===== src/sv/scs_pkg.sv =====
`default_nettype none

package scs_pkg;

  typedef logic [7:0] byte_t;

  // Special characters seen by the scanner
  localparam byte_t CH_NEWLINE   = 8'h0A;
  localparam byte_t CH_BACKSLASH = 8'h5C;
  localparam byte_t CH_DQUOTE    = 8'h22;
  localparam byte_t CH_SQUOTE    = 8'h27;

  // Lookahead window depth in bytes
  localparam int unsigned WIN_BYTES = 3;

  // Delimiter register reset values: "//", "/*" and "*/"
  localparam logic [23:0] LINE_DELIM_RST  = 24'h00_2F2F;
  localparam logic [23:0] BLOCK_OPEN_RST  = 24'h00_2A2F;
  localparam logic [23:0] BLOCK_CLOSE_RST = 24'h00_2F2A;
  localparam logic [1:0]  DELIM_LEN_RST   = 2'd2;

  // Configuration register indexes
  typedef enum logic [2:0] {
    REG_LINE_DELIM      = 3'd0,
    REG_LINE_DELIM_LEN  = 3'd1,
    REG_BLOCK_OPEN      = 3'd2,
    REG_BLOCK_OPEN_LEN  = 3'd3,
    REG_BLOCK_CLOSE     = 3'd4,
    REG_BLOCK_CLOSE_LEN = 3'd5
  } cfg_reg_t;

  // Scanner context carried from byte to byte
  typedef struct packed {
    logic       in_line;
    logic       in_block;
    logic       in_char;
    logic       in_string;
    logic       esc_pending;
    logic [1:0] skip_cnt;
  } scan_state_t;

  // True if len is nonzero, no more than avail, and the first len bytes of the window equal the delimiter
  function automatic logic delim_match(logic [23:0] win, logic [23:0] delim,
                                       logic [1:0] len, logic [1:0] avail);
    logic ok;
    ok = (len != 2'd0) && (len <= avail);
    for (int k = 0; k < WIN_BYTES; k++) begin
      if ((k < int'(len)) && (win[8*k +: 8] != delim[8*k +: 8])) begin
        ok = 1'b0;
      end
    end
    return ok;
  endfunction

endpackage

`default_nettype wire


===== src/sv/scs_in_if.sv =====
`default_nettype none

interface scs_in_if;
  logic       valid;
  logic       ready;
  logic [7:0] in_byte;
  logic       in_last;

  modport source (output valid, output in_byte, output in_last, input ready);
  modport sink   (input valid, input in_byte, input in_last, output ready);
endinterface

`default_nettype wire


===== src/sv/scs_out_if.sv =====
`default_nettype none

interface scs_out_if;
  logic       valid;
  logic       ready;
  logic       has_byte;
  logic [7:0] out_byte;
  logic       out_final;

  modport source (output valid, output has_byte, output out_byte, output out_final,
                  input ready);
  modport sink   (input valid, input has_byte, input out_byte, input out_final,
                  output ready);
endinterface

`default_nettype wire


===== src/sv/source_comment_stripper_top.sv =====
// Channel   Direction  Word / fields
// in_s      sink       in_byte[7:0], in_last
// out_m     source     has_byte, out_byte[7:0], out_final
// cfg_*     write      cfg_we, cfg_index[2:0], cfg_data[23:0]
//
// A kept byte that is not the last one leaves two input words late, from the
// output register.
// A last byte is taken into the window, then the window (1 to 3 bytes)
// drains one byte a cycle while the output register is free or being taken,
// and then the closing word is sent with out_final set.
// Reset is synchronous on rst_n and returns the control and configuration
// registers to their reset values; the window and output data are not reset.
// in_s.ready follows out_m.ready while the output register is full, and is
// low while the window drains.
`default_nettype none

module source_comment_stripper_top
  import scs_pkg::*;
(
  input  wire logic        clk,
  input  wire logic        rst_n,
  scs_in_if.sink           in_s,
  scs_out_if.source        out_m,
  input  wire logic        cfg_we,
  input  wire logic [2:0]  cfg_index,
  input  wire logic [23:0] cfg_data
);

  // Configuration registers
  logic [23:0] line_delim_r, block_open_r, block_close_r;
  logic [1:0]  line_len_r, bopen_len_r, bclose_len_r;

  // Scanner state
  scan_state_t st_r, st_nxt, st_step;
  logic [23:0] win_r, win_nxt, win_ins, step_win, win_shift;
  logic [1:0]  fill_r, fill_nxt, ins_idx, fill_ins, step_avail;
  logic        flush_r, flush_nxt;
  logic        pend_vld_r, pend_vld_nxt;
  byte_t       pend_byte_r, pend_byte_nxt;

  // Output register
  logic        out_valid_r, out_valid_nxt;
  logic        out_has_r, out_has_nxt;
  byte_t       out_byte_r, out_byte_nxt;
  logic        out_final_r, out_final_nxt;

  logic        advance, in_acc;
  logic        kept;
  byte_t       head;
  logic        open_ctx;
  logic        m_close, m_line, m_open;

  // Write configuration registers
  always_ff @(posedge clk) begin
    if (!rst_n) begin
      line_delim_r  <= LINE_DELIM_RST;
      line_len_r    <= DELIM_LEN_RST;
      block_open_r  <= BLOCK_OPEN_RST;
      bopen_len_r   <= DELIM_LEN_RST;
      block_close_r <= BLOCK_CLOSE_RST;
      bclose_len_r  <= DELIM_LEN_RST;
    end else if (cfg_we) begin
      unique case (cfg_index)
        REG_LINE_DELIM:      line_delim_r  <= cfg_data;
        REG_LINE_DELIM_LEN:  line_len_r    <= cfg_data[1:0];
        REG_BLOCK_OPEN:      block_open_r  <= cfg_data;
        REG_BLOCK_OPEN_LEN:  bopen_len_r   <= cfg_data[1:0];
        REG_BLOCK_CLOSE:     block_close_r <= cfg_data;
        REG_BLOCK_CLOSE_LEN: bclose_len_r  <= cfg_data[1:0];
        default: ;
      endcase
    end
  end

  // Handshake: advance whenever the output register is free or being taken
  assign advance     = !out_valid_r || out_m.ready;
  assign in_s.ready  = !flush_r && advance;
  assign in_acc      = in_s.valid && in_s.ready;

  // Place the incoming byte behind the bytes already held
  always_comb begin
    ins_idx  = (fill_r == 2'd3) ? 2'd2 : fill_r;
    fill_ins = ins_idx + 2'd1;
    win_ins  = win_r;
    win_ins[8*ins_idx +: 8] = in_s.in_byte;
  end

  // Select the window that the head decision looks at
  always_comb begin
    if (flush_r) begin
      step_win   = win_r;
      step_avail = fill_r;
    end else begin
      step_win   = win_ins;
      step_avail = 2'd3;
    end
    win_shift = {8'h00, step_win[23:8]};
  end

  // Decide on the head byte of the window
  always_comb begin
    head     = step_win[7:0];
    st_step  = st_r;
    kept     = 1'b0;
    open_ctx = !st_r.in_string && !st_r.in_char && !st_r.in_line &&
               !st_r.in_block && !st_r.esc_pending;
    m_close  = delim_match(step_win, block_close_r, bclose_len_r, step_avail);
    m_line   = delim_match(step_win, line_delim_r, line_len_r, step_avail);
    m_open   = delim_match(step_win, block_open_r, bopen_len_r, step_avail);
    if (st_r.skip_cnt != 2'd0) begin
      // drop the rest of a delimiter
      st_step.skip_cnt = st_r.skip_cnt - 2'd1;
    end else if (st_r.in_line && head == CH_NEWLINE) begin
      st_step.in_line = 1'b0;
      kept            = 1'b1;
    end else if (st_r.in_block && m_close) begin
      st_step.in_block = 1'b0;
      st_step.skip_cnt = bclose_len_r - 2'd1;
    end else if (open_ctx && m_line) begin
      st_step.in_line  = 1'b1;
      st_step.skip_cnt = line_len_r - 2'd1;
    end else if (open_ctx && m_open) begin
      st_step.in_block = 1'b1;
      st_step.skip_cnt = bopen_len_r - 2'd1;
    end else begin
      // track literals and escapes
      if (st_r.esc_pending) begin
        st_step.esc_pending = 1'b0;
      end else if (head == CH_BACKSLASH && (st_r.in_string || st_r.in_char)) begin
        st_step.esc_pending = 1'b1;
      end else if (head == CH_DQUOTE && !st_r.in_char && !st_r.in_line &&
                   !st_r.in_block) begin
        st_step.in_string = !st_r.in_string;
      end else if (head == CH_SQUOTE && !st_r.in_string && !st_r.in_line &&
                   !st_r.in_block) begin
        st_step.in_char = !st_r.in_char;
      end
      kept = !st_r.in_line && !st_r.in_block;
    end
  end

  // Next state: accept, step the window, drain and close a text
  always_comb begin
    st_nxt        = st_r;
    win_nxt       = win_r;
    fill_nxt      = fill_r;
    flush_nxt     = flush_r;
    pend_vld_nxt  = pend_vld_r;
    pend_byte_nxt = pend_byte_r;
    out_valid_nxt = out_valid_r && !out_m.ready;
    out_has_nxt   = out_has_r;
    out_byte_nxt  = out_byte_r;
    out_final_nxt = out_final_r;
    if (advance) begin
      if (!flush_r) begin
        if (in_acc) begin
          if (in_s.in_last) begin
            // hold the last byte and start draining
            win_nxt      = win_ins;
            fill_nxt     = fill_ins;
            flush_nxt    = 1'b1;
            pend_vld_nxt = 1'b0;
          end else if (fill_ins == 2'd3) begin
            st_nxt   = st_step;
            win_nxt  = win_shift;
            fill_nxt = 2'd2;
            if (kept) begin
              out_valid_nxt = 1'b1;
              out_has_nxt   = 1'b1;
              out_byte_nxt  = head;
              out_final_nxt = 1'b0;
            end
          end else begin
            win_nxt  = win_ins;
            fill_nxt = fill_ins;
          end
        end
      end else if (fill_r != 2'd0) begin
        // drain one byte; keep the newest kept byte back for the final flag
        st_nxt   = st_step;
        win_nxt  = win_shift;
        fill_nxt = fill_r - 2'd1;
        if (kept) begin
          if (pend_vld_r) begin
            out_valid_nxt = 1'b1;
            out_has_nxt   = 1'b1;
            out_byte_nxt  = pend_byte_r;
            out_final_nxt = 1'b0;
          end
          pend_vld_nxt  = 1'b1;
          pend_byte_nxt = head;
        end
      end else begin
        // send the closing word and clear the stream context
        out_valid_nxt = 1'b1;
        out_has_nxt   = pend_vld_r;
        out_byte_nxt  = pend_vld_r ? pend_byte_r : 8'h00;
        out_final_nxt = 1'b1;
        st_nxt        = '0;
        win_nxt       = '0;
        fill_nxt      = 2'd0;
        flush_nxt     = 1'b0;
        pend_vld_nxt  = 1'b0;
      end
    end
  end

  // Control registers
  always_ff @(posedge clk) begin
    if (!rst_n) begin
      st_r        <= '0;
      fill_r      <= 2'd0;
      flush_r     <= 1'b0;
      pend_vld_r  <= 1'b0;
      out_valid_r <= 1'b0;
    end else begin
      st_r        <= st_nxt;
      fill_r      <= fill_nxt;
      flush_r     <= flush_nxt;
      pend_vld_r  <= pend_vld_nxt;
      out_valid_r <= out_valid_nxt;
    end
  end

  // Payload registers
  always_ff @(posedge clk) begin
    win_r       <= win_nxt;
    pend_byte_r <= pend_byte_nxt;
    out_has_r   <= out_has_nxt;
    out_byte_r  <= out_byte_nxt;
    out_final_r <= out_final_nxt;
  end

  assign out_m.valid     = out_valid_r;
  assign out_m.has_byte  = out_has_r;
  assign out_m.out_byte  = out_byte_r;
  assign out_m.out_final = out_final_r;

  // A last word starts the drain
  a_last_flush: assert property (@(posedge clk) disable iff (!rst_n)
    (in_acc && in_s.in_last) |=> flush_r)
    else $error("last word did not start the drain");

  // No word is taken while draining
  a_flush_block: assert property (@(posedge clk) disable iff (!rst_n)
    flush_r |-> !in_s.ready)
    else $error("input ready while draining");

  // The drain ends with a final word in the output register
  a_flush_end: assert property (@(posedge clk) disable iff (!rst_n)
    (flush_r && fill_r == 2'd0 && advance) |=> (!flush_r && out_valid_r && out_final_r))
    else $error("drain did not end with a final word");

  // Outside the drain the window never holds a full three bytes
  a_fill_bound: assert property (@(posedge clk) disable iff (!rst_n)
    !flush_r |-> (fill_r != 2'd3))
    else $error("window over-filled outside the drain");

  // At most two delimiter bytes remain to drop
  a_skip_bound: assert property (@(posedge clk) disable iff (!rst_n)
    st_r.skip_cnt != 2'd3)
    else $error("skip count out of range");

endmodule

`default_nettype wire

===== src/flat_wrapper.sv =====
// flat-port wrapper written by rule: the top's interface ports become plain ports
module source_comment_stripper_top_flat import scs_pkg::*;
  (clk, rst_n, cfg_we, cfg_index, cfg_data, in_s_valid, in_s_in_byte, in_s_in_last, in_s_ready, out_m_valid, out_m_has_byte, out_m_out_byte, out_m_out_final, out_m_ready);
  scs_in_if in_s_i ();
  scs_out_if out_m_i ();
  input  wire logic clk;
  input  wire logic rst_n;
  input  wire logic cfg_we;
  input  wire logic [2:0] cfg_index;
  input  wire logic [23:0] cfg_data;
  input wire logic [$bits(in_s_i.valid)-1:0] in_s_valid;
  input wire logic [$bits(in_s_i.in_byte)-1:0] in_s_in_byte;
  input wire logic [$bits(in_s_i.in_last)-1:0] in_s_in_last;
  output wire logic [$bits(in_s_i.ready)-1:0] in_s_ready;
  output wire logic [$bits(out_m_i.valid)-1:0] out_m_valid;
  output wire logic [$bits(out_m_i.has_byte)-1:0] out_m_has_byte;
  output wire logic [$bits(out_m_i.out_byte)-1:0] out_m_out_byte;
  output wire logic [$bits(out_m_i.out_final)-1:0] out_m_out_final;
  input wire logic [$bits(out_m_i.ready)-1:0] out_m_ready;
  assign in_s_i.valid = in_s_valid;
  assign in_s_i.in_byte = in_s_in_byte;
  assign in_s_i.in_last = in_s_in_last;
  assign in_s_ready = in_s_i.ready;
  assign out_m_valid = out_m_i.valid;
  assign out_m_has_byte = out_m_i.has_byte;
  assign out_m_out_byte = out_m_i.out_byte;
  assign out_m_out_final = out_m_i.out_final;
  assign out_m_i.ready = out_m_ready;
  source_comment_stripper_top u_core (.clk(clk), .rst_n(rst_n), .in_s(in_s_i), .out_m(out_m_i), .cfg_we(cfg_we), .cfg_index(cfg_index), .cfg_data(cfg_data));
endmodule

===== config.mk =====
export PLATFORM = sky130hd
export DESIGN_NAME = source_comment_stripper_top_flat
export DESIGN_NICKNAME = d
export VERILOG_FILES = /design/src/sv/scs_pkg.sv /design/src/sv/scs_in_if.sv /design/src/sv/scs_out_if.sv /design/src/sv/source_comment_stripper_top.sv /design/src/flat_wrapper.sv
export SDC_FILE = /design/constraint.sdc
export NUM_CORES = 1
export LEC_CHECK = 0
export BUFFER_PORTS_ARGS = -buffer_cell sky130_fd_sc_hd__buf_4
export CORE_AREA = 2 2 128 130
export DETAILED_ROUTE_END_ITERATION = 10
export DIE_AREA = 0 0 130 132
export PLACE_DENSITY = 0.67
export REMOVE_ABC_BUFFERS = 1
export SLEW_MARGIN = 10
export SYNTH_ARGS = -nofsm -noshare
export SYNTH_HDL_FRONTEND = slang
export SYNTH_SLANG_ARGS = --single-unit

===== constraint.sdc =====
create_clock -name clk -period 6.9 [get_ports clk]
set_input_delay 0.69 -clock clk [delete_from_list [all_inputs] [get_ports clk]]
set_output_delay 0.69 -clock clk [all_outputs]
set_load 0.05 [all_outputs]

==> impl_results.md <==
- Outcome: completed
- Final wirelength: between 20 and 25 mm
- Lkg Pwr: 0.00342 uW
- Final min period: ~4100 ps
- Switching Fraction: 29.7%
- Slew at the pin with the worst max-slew slack: approximately 1100 ps
- Setup ws final: 2830 ps
- Slew margin rel.: between 20 and 30%
- R2r worst-path depth: 12
- CTS tree: built
- Initial core utilization: roughly half
- Most frequent cells in the layout: nand2_1 (198), dfxtp_1 (89), buf_4 (59), inv_1 (48), a21boi_0 (46)
- Sw Pwr: between 600 and 700 uW
- Clock power frac: a little under two fifths
- Pint: around 1600 uW
- Area growth syn-to-layout: 13.2%
- Yosys Warn Count: 0
- Reg power frac: a little over two fifths
- Commonest non-fill, non-tap cell in the layout: nand2_1
- Initial DRC Count: ~690
- Drt wl/cell: 19.1 um
- Die ar.: approximately 17000 sq um
- Power per cell area: between 200 and 300 nW/um^2
- Ant diodes: 0
- Worst-skew pair later-pin latency: between 400 and 500 ps
- Fin. Hold Viols: 0
- Worst vdd ir: ~0.00018 V
- Port buffer count: 52
- Setup TNS: 0 ps
- Post-Synthesis Cells: 905
- Antenna Nets Post-Route: 0
- Clk_skew: roughly 8.3 ps
- Drt first pass iters: 6
- Deepest clock path buffer count: 2
- Critical path required time: ~7000 ps
- Post-CTS setup buffers: 0
- Max Slew Vio Count: 0
- Final Power: 2270 uW
- First-pass GRT wire length: 35.2 mm
- Worst reg-to-reg setup slack: ~2800 ps
- Setup CP Type: reg2reg
- F_max: ~250 MHz
- Arrival @ worst endpoint: roughly 4200 ps
- Register area share after synthesis: 39.7%
- Hold path depth: 2
- I/O pins: 53
- Worst hold path type: reg2reg
- RSZ-0062 raised after global routing: no
- Site Rows: 46
- Yosys cell types: around 70
- Mapped cell area: 7720 sq um
- Final GP Congestion: approximately 0.93
- Post-layout util: between 50 and 60%
- Origin of the critical flop-to-flop path: u_core.flush_r
- H-tree depth: 4
- Hold endpoint: u_core.line_delim_r[19]
- CP Launch Type: flip-flop
- Total number of vias: a little under 7000
- GRT Util Overall: roughly a quarter
- Vias in the first global route: roughly 6300
- Dpl hpwl: approximately 15 mm
- Fin nets: a little under 1000
- Setup violators final: 0
- Ys async rst share: 0%
- RR Endpoint: u_core.out_m.out_byte[4]
- Core footprint: 15700 sq um
- Avg Inst Size Synth: 8.53 sq um
- Max-cap violation count: 0
- HP Start: u_core.line_delim_r[19]
- Layout cells sized above 1: a little under an eighth
- Combinational power share: between 20 and 25%
- Worst Setup Slack post-DPL: between 2000 and 3000 ps
- Max FO, Critical Path: 60
- Post-CTS sizing: 0
- Initial antenna violation count: 0
- CTS root buf: clkbuf_16
- Largest net degree at the start of global routing: 95
- Top FF cell, synth: dfxtp_1
- Period utilization: roughly three fifths
- CP Capture Type: flip-flop
- CTS Sinks: roughly 130
- CTS Hold Buffers Added: 0
- Via/cell ratio: 5.83
- GRT overflow: 0
- Number of flops mapped to enable cells by yosys: 42
- Synth Register Bits: 132
- Die width: 130 um
- Residual DRC: 0
- Die H: approximately 130 um
- Clock transition at the registers of the reported paths: ~60 ps
- CTS Buf Count: 17
-- power by group through the flow --
stage          Clock [uW]  Combinational (uW)  Sequential, uW
6_report              862                 461             943
5_1_grt               902                 504             948
4_1_cts               870                 457             939
3_5_place_dp            0                 455             954
3_3_place_gp            0                 449             954
2_1_floorplan           0                 297             951
-- cell usage after synthesis, types with 13 or more instances --
cell / count / area [sq um]
nor2_1: 38 / 143
a21boi_0: 46 / 345
edfxtp_1: 42 / 1260
ha_1: 15 / 188
xnor2_1: 34 / 298
o21ai_0: 21 / 105
nand3_1: 41 / 205
clkbuf_1: 43 / 161
a21oi_1: 37 / 185
o22ai_1: 23 / 144
xor2_1: 30 / 263
nand2b_1: 13 / 81.3
dfxtp_1: 90 / 1800
nand2_1: 198 / 743
inv_1: 48 / 180
mux2i_1: 30 / 300
-- through the flow --
stage	hold slack (ps)	instance area, sq um	cells
2_1_floorplan	443	7470	850
3_3_place_gp	460	8190	1125
3_5_place_dp	475	8190	1125
4_1_cts	483	8740	1157
5_1_grt	494	8740	1157
6_report	480	8740	1157
-- per-layer routing --
metal  global-route usage [%]  share of wire (%)  vias up
met1                     38.1                 46     3207
met2                     40.2                 45      271
met3                     5.11                6.9       39
li1                         -                  -     3228
met4                     8.66                2.4        0
met5                        0                  0        -
-- cell families (layout without fill, tap and decap cells) --
logic type               Yosys count  count (layout)  share of synthesized area [%]
multiplexers                      35              35                           5.01
AO/OA/AOI/OAI                    208             208                           19.4
AND/OR/NAND/NOR                  348             348                           20.6
flip-flops                       132             132                           39.7
adder cells (fa/ha/maj)           15              15                           2.43
XOR/XNOR                          64              64                           7.26
buffers and inverters            103             139                           5.59
-- worst max-delay path by stage --
stage / slack, ps / from / endpoint
6_report: 2830 / u_core.flush_r / u_core.out_m.out_byte[4]
5_1_grt: 2620 / u_core.flush_r / u_core.out_m.out_byte[5]
4_1_cts: 2890 / u_core.flush_r / u_core.out_m.out_byte[4]
3_5_place_dp: 2940 / u_core.flush_r / u_core.out_m.out_byte[5]
3_3_place_gp: 2990 / u_core.flush_r / u_core.out_m.out_byte[3]
2_1_floorplan: 2670 / u_core.flush_r / u_core.pend_byte_r[0]
-- layout make-up --
class,count,area (sq um)
clock inverters,6,80.1
clock buffers,26,469
fillers,1479,6980
multi-input cells,670,4230
repair buffers,59,443
flip-flops and latches,132,3060
inverters,48,180
well taps,216,270
-- worst max-delay path: stages, from the launching register on --
cell	delay, ps
dfxtp_2	310
buf_4	480
nor2b_1	300
ha_1	280
nor2b_1	130
a2bb2oi_1	120
a2111oi_0	400
nand4_1	130
or4_4	450
a311oi_4	470
nor4_2	100
o31ai_2	330
nor2_1	250
-- flip-flops by register name, indices dropped and copies added, names as in the netlist --
signal	count
u_core.block_close_r	24
u_core.st_r	7
u_core.out_m.valid	1
u_core.fill_r	2
u_core.out_m.out_final	1
u_core.block_open_r	24
u_core.bclose_len_r	2
u_core.out_m.out_byte	8
u_core.flush_r	1
u_core.pend_byte_r	8
u_core.bopen_len_r	2
u_core.line_len_r	2
u_core.out_m.has_byte	1
u_core.win_r	24
u_core.line_delim_r	24
u_core.pend_vld_r	1
(Power assumes the default switching activity.)
